$ cat config.mk
export PLATFORM = sky130hd
export DESIGN_NAME = sorted_delay_timer_queue_unit
export DESIGN_NICKNAME = d
export VERILOG_FILES = /design/src/rtl/sdtq_pkg.sv /design/src/rtl/sorted_delay_timer_queue_unit.sv /design/src/rtl/sdtq_ram.sv
export SDC_FILE = /design/constraint.sdc
export NUM_CORES = 2
export LEC_CHECK = 0
export BUFFER_PORTS_ARGS = -buffer_cell sky130_fd_sc_hd__buf_4
export CORE_ASPECT_RATIO = 1.5
export CORE_UTILIZATION = 63
export DETAILED_ROUTE_END_ITERATION = 16
export GPL_ROUTABILITY_DRIVEN = 0
export GPL_TIMING_DRIVEN = 0
export PLACE_DENSITY = 0.8
export REMOVE_ABC_BUFFERS = 1
export SETUP_SLACK_MARGIN = 0.5
export SYNTH_ARGS = -nofsm -noshare
export SYNTH_HDL_FRONTEND = slang
export SYNTH_SLANG_ARGS = --single-unit
export TNS_END_PERCENT = 5
$ cat constraint.sdc
create_clock -name clk_i -period 6.3 [get_ports clk_i]
set_input_delay 0 -clock clk_i [delete_from_list [all_inputs] [get_ports clk_i]]
set_output_delay 0 -clock clk_i [all_outputs]
set_load 0.02 [all_outputs]
$ cat src/rtl/sdtq_pkg.sv
// Shared types and constants for the sorted delay timer queue.
// No dependencies; imported by sdtq_ram-free logic in the top level.
package sdtq_pkg;

  localparam int unsigned WAKE_W      = 32;
  localparam int unsigned ID_W        = 8;
  localparam int unsigned DELAY_W     = 31;
  // Most sleepers that a single tick may release.
  localparam int unsigned MAX_RELEASE = 32;
  localparam int unsigned REL_W       = $clog2(MAX_RELEASE + 1);

  typedef enum logic [1:0] {
    MODE_TICK  = 2'd0,
    MODE_TIME  = 2'd1,
    MODE_DELAY = 2'd2,
    MODE_BAD   = 2'd3
  } mode_e;

  typedef enum logic [1:0] {
    KIND_ACK  = 2'd0,
    KIND_TIME = 2'd1,
    KIND_WAKE = 2'd2,
    KIND_ERR  = 2'd3
  } kind_e;

  typedef enum logic [1:0] {
    ST_IDLE,
    ST_REL,
    ST_INS,
    ST_FIN
  } state_e;

  typedef struct packed {
    logic [WAKE_W-1:0] wake;
    logic [ID_W-1:0]   id;
  } entry_t;

endpackage

$ cat src/rtl/sorted_delay_timer_queue_unit.sv
// Top level of the sorted delay timer queue.
// Depends on sdtq_pkg and sdtq_ram.
//
// Usage: a word is offered on mode_i, task_id_i and delay_ticks_i with start
// held high; it is taken at the rising edge where start is high and busy is
// low. Results come out one per cycle on kind_o, dest_task_o, tick_value_o
// and last_o, each marked by result_strobe_o for exactly one cycle; last_o
// flags the final result of a word. The receiver cannot stall the block.
//
// Timing: a time query or an error result appears in the cycle after the word
// is taken, and the next word may follow at once. A tick's acknowledge waits
// in the pending slot while the front sleeper is read and is sent from the
// release state, then one wakeup per cycle; busy stays high while the release
// state runs (at most MAX_RELEASE sleepers released). A delay request into an
// empty queue is stored in the accepting cycle. Otherwise the insertion walks
// the queue from the tail, moving one entry per cycle through the read and
// write ports of the sleeper memory, while busy stays high. A delay request
// into a full queue returns an error result; other delay requests return none.
//
// The sleepers live in a circular buffer (head, tail, count) in one RAM. At
// reset the tick count and sleeper count clear; no memory sweep is needed
// because only entries between head and tail are ever used.
module sorted_delay_timer_queue_unit
  import sdtq_pkg::*;
#(
  parameter int unsigned QUEUE_DEPTH = 32
) (
  input  logic                 clk_i,
  input  logic                 rst_ni,
  input  logic                 start,
  output logic                 busy,
  input  logic [1:0]           mode_i,
  input  logic [ID_W-1:0]      task_id_i,
  input  logic [DELAY_W-1:0]   delay_ticks_i,
  output logic                 result_strobe_o,
  output logic [1:0]           kind_o,
  output logic [ID_W-1:0]      dest_task_o,
  output logic [WAKE_W-1:0]    tick_value_o,
  output logic                 last_o
);

  localparam int unsigned PTR_W = $clog2(QUEUE_DEPTH);
  localparam int unsigned CNT_W = $clog2(QUEUE_DEPTH + 1);
  localparam int unsigned ENT_W = $bits(entry_t);

  // Pointer step forward and backward around the circular buffer.
  function automatic logic [PTR_W-1:0] ptr_inc(input logic [PTR_W-1:0] p);
    return (p == PTR_W'(QUEUE_DEPTH - 1)) ? '0 : p + PTR_W'(1);
  endfunction

  function automatic logic [PTR_W-1:0] ptr_dec(input logic [PTR_W-1:0] p);
    return (p == '0) ? PTR_W'(QUEUE_DEPTH - 1) : p - PTR_W'(1);
  endfunction

  // Control state.
  state_e             state_q, state_d;
  logic [WAKE_W-1:0]  tick_q, tick_d;
  logic [CNT_W-1:0]   count_q, count_d;
  logic [PTR_W-1:0]   head_q, head_d;
  logic [PTR_W-1:0]   tail_q, tail_d;
  logic [REL_W-1:0]   rel_q, rel_d;
  logic               strobe_q, strobe_d;

  // Working and result payload.
  logic [PTR_W-1:0]   idx_q, idx_d;
  logic [CNT_W-1:0]   rem_q, rem_d;
  logic [WAKE_W-1:0]  wake_q, wake_d;
  logic [ID_W-1:0]    nid_q, nid_d;
  kind_e              pend_kind_q, pend_kind_d;
  logic [ID_W-1:0]    pend_id_q, pend_id_d;
  kind_e              kind_q, kind_d;
  logic [ID_W-1:0]    dest_q, dest_d;
  logic               last_q, last_d;

  // Memory port signals.
  logic               ram_we;
  logic [PTR_W-1:0]   ram_waddr;
  entry_t             ram_wdata;
  logic [PTR_W-1:0]   ram_raddr;
  logic [ENT_W-1:0]   ram_rdata_raw;
  entry_t             ram_rdata;

  logic               accept;
  logic [WAKE_W:0]    wake_sum;
  logic [WAKE_W-1:0]  wake_sat;
  logic               due;
  mode_e              mode;
  entry_t             new_entry;

  sdtq_ram #(
    .WIDTH (ENT_W),
    .DEPTH (QUEUE_DEPTH)
  ) u_ram (
    .clk_i   (clk_i),
    .we_i    (ram_we),
    .waddr_i (ram_waddr),
    .wdata_i (ram_wdata),
    .raddr_i (ram_raddr),
    .rdata_o (ram_rdata_raw)
  );

  assign ram_rdata = entry_t'(ram_rdata_raw);
  assign busy      = (state_q != ST_IDLE);
  assign accept    = start && !busy;
  assign mode      = mode_e'(mode_i);

  // Wake time saturates at the top of the counter range.
  assign wake_sum  = {1'b0, tick_q} + {{(WAKE_W + 1 - DELAY_W){1'b0}}, delay_ticks_i};
  assign wake_sat  = wake_sum[WAKE_W] ? '1 : wake_sum[WAKE_W-1:0];

  assign new_entry = '{wake: wake_q, id: nid_q};

  // The front sleeper is due when it wakes strictly before the new count.
  assign due = (count_q != '0) && (rel_q < REL_W'(MAX_RELEASE)) &&
               (tick_q > ram_rdata.wake);

  always_comb begin
    state_d     = state_q;
    tick_d      = tick_q;
    count_d     = count_q;
    head_d      = head_q;
    tail_d      = tail_q;
    rel_d       = rel_q;
    strobe_d    = 1'b0;
    idx_d       = idx_q;
    rem_d       = rem_q;
    wake_d      = wake_q;
    nid_d       = nid_q;
    pend_kind_d = pend_kind_q;
    pend_id_d   = pend_id_q;
    kind_d      = kind_q;
    dest_d      = dest_q;
    last_d      = last_q;
    ram_we      = 1'b0;
    ram_waddr   = ptr_inc(idx_q);
    ram_wdata   = new_entry;
    ram_raddr   = head_q;

    unique case (state_q)
      ST_IDLE: begin
        if (accept) begin
          unique case (mode)
            MODE_TICK: begin
              // Read the front sleeper while the acknowledge waits in the
              // pending slot; its last flag depends on that entry.
              tick_d      = tick_q + WAKE_W'(1);
              pend_kind_d = KIND_ACK;
              pend_id_d   = task_id_i;
              rel_d       = '0;
              ram_raddr   = head_q;
              state_d     = ST_REL;
            end
            MODE_TIME: begin
              strobe_d = 1'b1;
              kind_d   = KIND_TIME;
              dest_d   = task_id_i;
              last_d   = 1'b1;
            end
            MODE_DELAY: begin
              if (count_q == CNT_W'(QUEUE_DEPTH)) begin
                strobe_d = 1'b1;
                kind_d   = KIND_ERR;
                dest_d   = task_id_i;
                last_d   = 1'b1;
              end else if (count_q == '0) begin
                ram_we    = 1'b1;
                ram_waddr = tail_q;
                ram_wdata = '{wake: wake_sat, id: task_id_i};
                tail_d    = ptr_inc(tail_q);
                count_d   = count_q + CNT_W'(1);
              end else begin
                // Walk back from the youngest entry.
                wake_d    = wake_sat;
                nid_d     = task_id_i;
                idx_d     = ptr_dec(tail_q);
                rem_d     = count_q;
                ram_raddr = ptr_dec(tail_q);
                state_d   = ST_INS;
              end
            end
            MODE_BAD: begin
              strobe_d = 1'b1;
              kind_d   = KIND_ERR;
              dest_d   = task_id_i;
              last_d   = 1'b1;
            end
            default: begin
              state_d = ST_IDLE;
            end
          endcase
        end
      end

      ST_REL: begin
        // Send the pending word; it is the last one unless the front is due.
        strobe_d = 1'b1;
        kind_d   = pend_kind_q;
        dest_d   = pend_id_q;
        last_d   = !due;
        if (due) begin
          pend_kind_d = KIND_WAKE;
          pend_id_d   = ram_rdata.id;
          head_d      = ptr_inc(head_q);
          count_d     = count_q - CNT_W'(1);
          rel_d       = rel_q + REL_W'(1);
          ram_raddr   = ptr_inc(head_q);
        end else begin
          state_d = ST_IDLE;
        end
      end

      ST_INS: begin
        ram_we    = 1'b1;
        ram_waddr = ptr_inc(idx_q);
        if (ram_rdata.wake > wake_q) begin
          // Later sleeper moves up one slot; equal wake times stay ahead.
          ram_wdata = ram_rdata;
          rem_d     = rem_q - CNT_W'(1);
          if (rem_q == CNT_W'(1)) begin
            state_d = ST_FIN;
          end else begin
            idx_d     = ptr_dec(idx_q);
            ram_raddr = ptr_dec(idx_q);
          end
        end else begin
          ram_wdata = new_entry;
          tail_d    = ptr_inc(tail_q);
          count_d   = count_q + CNT_W'(1);
          state_d   = ST_IDLE;
        end
      end

      ST_FIN: begin
        // Every sleeper wakes later: the new one goes to the front slot.
        ram_we    = 1'b1;
        ram_waddr = idx_q;
        ram_wdata = new_entry;
        tail_d    = ptr_inc(tail_q);
        count_d   = count_q + CNT_W'(1);
        state_d   = ST_IDLE;
      end

      default: begin
        state_d = ST_IDLE;
      end
    endcase
  end

  always_ff @(posedge clk_i or negedge rst_ni) begin
    if (!rst_ni) begin
      state_q  <= ST_IDLE;
      tick_q   <= '0;
      count_q  <= '0;
      head_q   <= '0;
      tail_q   <= '0;
      rel_q    <= '0;
      strobe_q <= 1'b0;
    end else begin
      state_q  <= state_d;
      tick_q   <= tick_d;
      count_q  <= count_d;
      head_q   <= head_d;
      tail_q   <= tail_d;
      rel_q    <= rel_d;
      strobe_q <= strobe_d;
    end
  end

  always_ff @(posedge clk_i) begin
    idx_q       <= idx_d;
    rem_q       <= rem_d;
    wake_q      <= wake_d;
    nid_q       <= nid_d;
    pend_kind_q <= pend_kind_d;
    pend_id_q   <= pend_id_d;
    kind_q      <= kind_d;
    dest_q      <= dest_d;
    last_q      <= last_d;
  end

  assign result_strobe_o = strobe_q;
  assign kind_o          = kind_q;
  assign dest_task_o     = dest_q;
  assign tick_value_o    = tick_q;
  assign last_o          = last_q;

  // Tail must always sit count entries past head, modulo the depth.
  logic [CNT_W:0] ptr_sum;
  logic [CNT_W:0] tail_chk;

  assign ptr_sum  = {{(CNT_W + 1 - PTR_W){1'b0}}, head_q} + {1'b0, count_q};
  assign tail_chk = (ptr_sum >= (CNT_W + 1)'(QUEUE_DEPTH)) ?
                    ptr_sum - (CNT_W + 1)'(QUEUE_DEPTH) : ptr_sum;

  a_count_bound: assert property (@(posedge clk_i) disable iff (!rst_ni)
    count_q <= CNT_W'(QUEUE_DEPTH))
    else $error("sleeper count exceeds queue depth");

  a_ptr_consistent: assert property (@(posedge clk_i) disable iff (!rst_ni)
    tail_chk[PTR_W-1:0] == tail_q)
    else $error("head, tail and count disagree");

  a_ins_nonempty: assert property (@(posedge clk_i) disable iff (!rst_ni)
    (state_q == ST_INS) |-> (rem_q != '0) && (count_q != '0))
    else $error("insertion walk with nothing left to examine");

  a_tick_step: assert property (@(posedge clk_i) disable iff (!rst_ni)
    (accept && (mode_i == MODE_TICK)) |=> (tick_q == $past(tick_q) + WAKE_W'(1)))
    else $error("tick count did not advance by one");

endmodule

$ cat src/rtl/sdtq_ram.sv
// Generic single-write, single-read synchronous RAM with registered read data.
// No dependencies.
module sdtq_ram #(
  parameter int unsigned WIDTH  = 40,
  parameter int unsigned DEPTH  = 32,
  parameter int unsigned ADDR_W = $clog2(DEPTH)
) (
  input  logic              clk_i,
  input  logic              we_i,
  input  logic [ADDR_W-1:0] waddr_i,
  input  logic [WIDTH-1:0]  wdata_i,
  input  logic [ADDR_W-1:0] raddr_i,
  output logic [WIDTH-1:0]  rdata_o
);

  logic [WIDTH-1:0] mem_q [DEPTH];
  logic [WIDTH-1:0] rdata_q;

  always_ff @(posedge clk_i) begin
    if (we_i) begin
      mem_q[waddr_i] <= wdata_i;
    end
    rdata_q <= mem_q[raddr_i];
  end

  assign rdata_o = rdata_q;

endmodule

==> impl_summary.txt <==
----------------------------------------------------
[Status]
  Status ... completed

[Yosys]
  Area share of the leading cell type in the synthesized netlist ... 0.678
  Area of the mapped netlist ... about 60000 um^2
  Cell taking the most area after synthesis ... edfxtp_1
  Post-synth EDFFs ... around 1400
  Most common cell in the synthesized netlist ... edfxtp_1
  Post-synthesis register bit count ... 1448
  Most used flip-flop cell after synthesis ... edfxtp_1
  Sequential fraction of the synthesis area ... 0.715
  Number of warnings printed during yosys synthesis ... 0
  Distinct cell type count of the synthesized netlist ... roughly 80
  Post-synth top cells ... 1351 x edfxtp_1, 805 x nand2_1, 323 x mux2i_1
  Ys async rst share ... 0.0394
  Post-synthesis instance total ... roughly 4100
  Cells taking the most area after synthesis ... edfxtp_1 68%, mux2i_1 5.4%, nand2_1 5.0%
  Mapped Avg Cell Area ... about 15 um^2

[Setup path]
  Startpoint-to-endpoint class of the critical path ... reg2reg
  Kind of cell adding the most delay to the critical path ... compound AO/OA/AOI/OAI gates
  Critical path, cell by cell ... inv_1 -> ha_1 -> nand3_1 -> or4_4 -> a2bb2oi_1 -> a21oi_1 -> a21oi_2 -> nand2_1 -> o21ai_2 -> or2_2 -> a221o_1
  Data required time at the worst endpoint ... roughly 6.7 ns
  Kind of launch point of the worst setup path ... flop
  Critical path peak fanout ... 32
  Worst stage delay on the critical path ... between 1 and 1.5 ns
  CP max-delay cell ... a221o_1
  Startpoint of the worst-slack reg-to-reg timing path ... wake_q[26]$_DFFE_PP_
  CP startpoint ... wake_q[26]$_DFFE_PP_
  Kind of end point of the critical path ... flop
  Signal arrival time at the worst endpoint ... about 6.2 ns
  Bufs and invs on worst path ... 1

[Floorplan]
  Placement Rows ... approximately 140
  Initial core utilization ... 0.635
  Standard cell core area ... 94300 um^2
  Boundary Pins ... just under 90
  Die Width ... around 250 um
  Die area ... ~96000 um^2
  Die Span Y ... roughly 380 um

[Power and ir drop]
  Pwr per Cell Area ... about 440 nW/um^2
  IR Drop Worst-Case VDD ... ~0.47 mV
  Static leakage ... 23.8 nW
  Net switching power ... 10.5 mW
  Cell-internal power ... approximately 20 mW
  Sequential Power Share ... 0.451
  Clock Power Share ... 0.247
  Switching Fraction ... 0.341
  Share of total power in combinational logic ... 0.302

[Global routing]
  All-Layer GR Usage ... 0.364
  Vias in the first global route ... approximately 38000
  Global-route wire length before repair ... approximately 250000 um
  Antenna violations before repair ... 2
  Total grt overflow ... 0
  Largest net degree at the start of global routing ... 70

[Worst hold path]
  Class of the tightest hold or removal check ... in2reg
  Hold wc startpoint ... delay_ticks_i[18]

[Detailed routing]
  Detailed-routing iteration count for the pre-antenna-repair pass ... 8
  Overall routed net length ... 177000 um
  Detail-routed net length per standard cell ... roughly 31 um
  Total number of vias ... roughly 40000
  # DRC ... 0
  Initial detailed-routing violation count ... between 6000 and 7000
  Number of nets still failing antenna checks after routing ... 0
  Via density ... around 7.0

[Clocking]
  # H-tree levels ... 3
  Maximum clock path buffer count ... 3
  CTS tree ... yes
  Clock Latency Late Sink ... 0.77 ns
  Library cell used as clock root buffer ... clkbuf_16
  Clock-pin slew of the registers on the worst-case setup and hold paths ... about 0.070 ns
  Num CTS Buffers ... ~120
  Total number of clock tree sinks ... ~1400

[Layout]
  Area added between synthesis and finish ... 16.3%
  Share of final-layout standard cells stronger than drive strength 1 ... 0.129
  Number of nets at the end of the flow ... around 4500
  Filler Cell Count ... about 5300
  Number of standard cells in the layout, taps in and fillers out ... around 5700

[Placement]
  Placed cell count ... around 5400
  Number of input and output port buffers inserted ... between 80 and 90
  Worst setup slack after placement ... -0.315 ns
  Post-DP HPWL ... 111000 um

[STA]
  Setup-violating endpoint count in the final report ... 0
  Unrepaired setup endpoints after global routing ... true
  Minimum clock period ... 5.87 ns
  Final hold slack ... 0.0662 ns
  Rel. slew slack ... 0.188
  Share of the cycle needed by the critical path after routing ... 0.932
  Final setup margin ... 0.428 ns
  Slew of the pin with the lowest slew margin ... between 1 and 1.5 ns
  Fmax ... 170 MHz
  Hold Violations, Final ... 0
  Worst setup skew after layout ... ~0.039 ns
  Slew Viols, Final ... 0

[Run]
  Max_cap viols ... 0

----------------------------------------------------
[final timing paths]
check	slack, ns	end	cells after the start
hold / removal	0.07	wake_q[19]$_DFFE_PP_	6
hold reg to reg	0.52	rel_q[1]$_DFFE_PN0P_	2
setup reg to reg	0.43	u_ram.mem_q[5][18]$_DFFE_PP_	11
max in group asynchronous	5.66	tick_value_o[25]$_DFFE_PN0P_	4
min in group asynchronous	0.34	tick_value_o[15]$_DFFE_PN0P_	4
setup / recovery	0.43	u_ram.mem_q[5][18]$_DFFE_PP_	11
[timing repair]
item / in CTS / in global routing
buffers inserted: 2 / 14
pin swaps: 4 / 5
hold buffers: 62 / 0
endpoints found under the setup margin: 40 / 916
gates cloned: 1 / 1
endpoints found under the hold margin: 135 / 0
gates resized for setup: 7 / 10
[tightest hold or removal path, delay by kind of cell]
family | cells | cell delay [ns]
simple gates | 1 | 0.08
buf+inv | 1 | 0.13
fa+ha+maj | 1 | 0.20
xor+xnor | 1 | 0.11
compound gates | 2 | 0.17
[layer usage]
metal / wire length [um] / vias to the layer above / track usage
li1: - / 16400 / -
met1: 59400 / 19300 / 0.462
met2: 80200 / 3648 / 0.566
met3: 23800 / 905 / 0.0898
met4: 13700 / 2 / 0.231
met5: 90 / - / 0
[state kept, by name (all words and copies together), names as in the netlist, 6 cells and up]
signal         count
rel_q              6
u_ram.rdata_o     40
dest_task_o        8
tick_value_o      32
pend_id_q          8
rem_q              6
count_q            6
u_ram.mem_q     1280
wake_q            32
nid_q              8
[power by group through the flow]
stage | logic, mW | registers [mW] | clock network [mW]
after floorplan | 5.86 | 13.8 | 0
after global placement | 8.01 | 14.1 | 0
after detailed placement | 8.64 | 14.0 | 0
after CTS | 8.84 | 13.8 | 7.55
after global routing | 9.67 | 13.9 | 7.92
final | 9.28 | 13.8 | 7.58
[placed cells by master (no fill, tap or decap), drive strengths merged, types with 48 or more instances in the layout]
cell type    count
dfrtp           57
nand4          100
nor2           135
a21oi           89
o21ai           51
ha             116
edfxtp        1351
a32oi          321
inv            103
mux2i          323
dlygate4sd3     61
nand2          805
xnor2           48
clkinv          53
buf            289
clkbuf         155
[cell families after synthesis]
family          count (synthesis)  share of synthesized area
compound gates                633                     0.0836
xor+xnor                       72                     0.0105
flops                        1448                      0.715
buf+inv                       312                     0.0234
mux                           335                     0.0563
fa+ha+maj                     118                     0.0249
simple gates                 1190                     0.0861
[through the flow]
stage / utilization / area, um^2 / TNS [ns] / power [mW]
3_5_place_dp: 0.687 / 64700 / -4.94 / 22.6
2_1_floorplan: - / 58800 / -545.94 / 19.7
4_1_cts: 0.736 / 69400 / 0 / 30.2
6_report: 0.738 / 69600 / 0 / 30.7
3_3_place_gp: 0.648 / 61100 / -9033.43 / 22.1
5_1_grt: 0.738 / 69600 / 0 / 31.5
[layout make-up]
class	count	area [um^2]	area share
timing repair buffer	350	4660	0.0670
inverter	103	389	0.00559
multi-input combinational	2350	16200	0.233
sequential	1448	42800	0.615
clock inverter	70	739	0.0106
tap	1260	1580	0.0226
antenna	2	5.00	0.0000719
clock buffer	155	3250	0.0466
No activity file was read; power rests on OpenSTA's default activity.
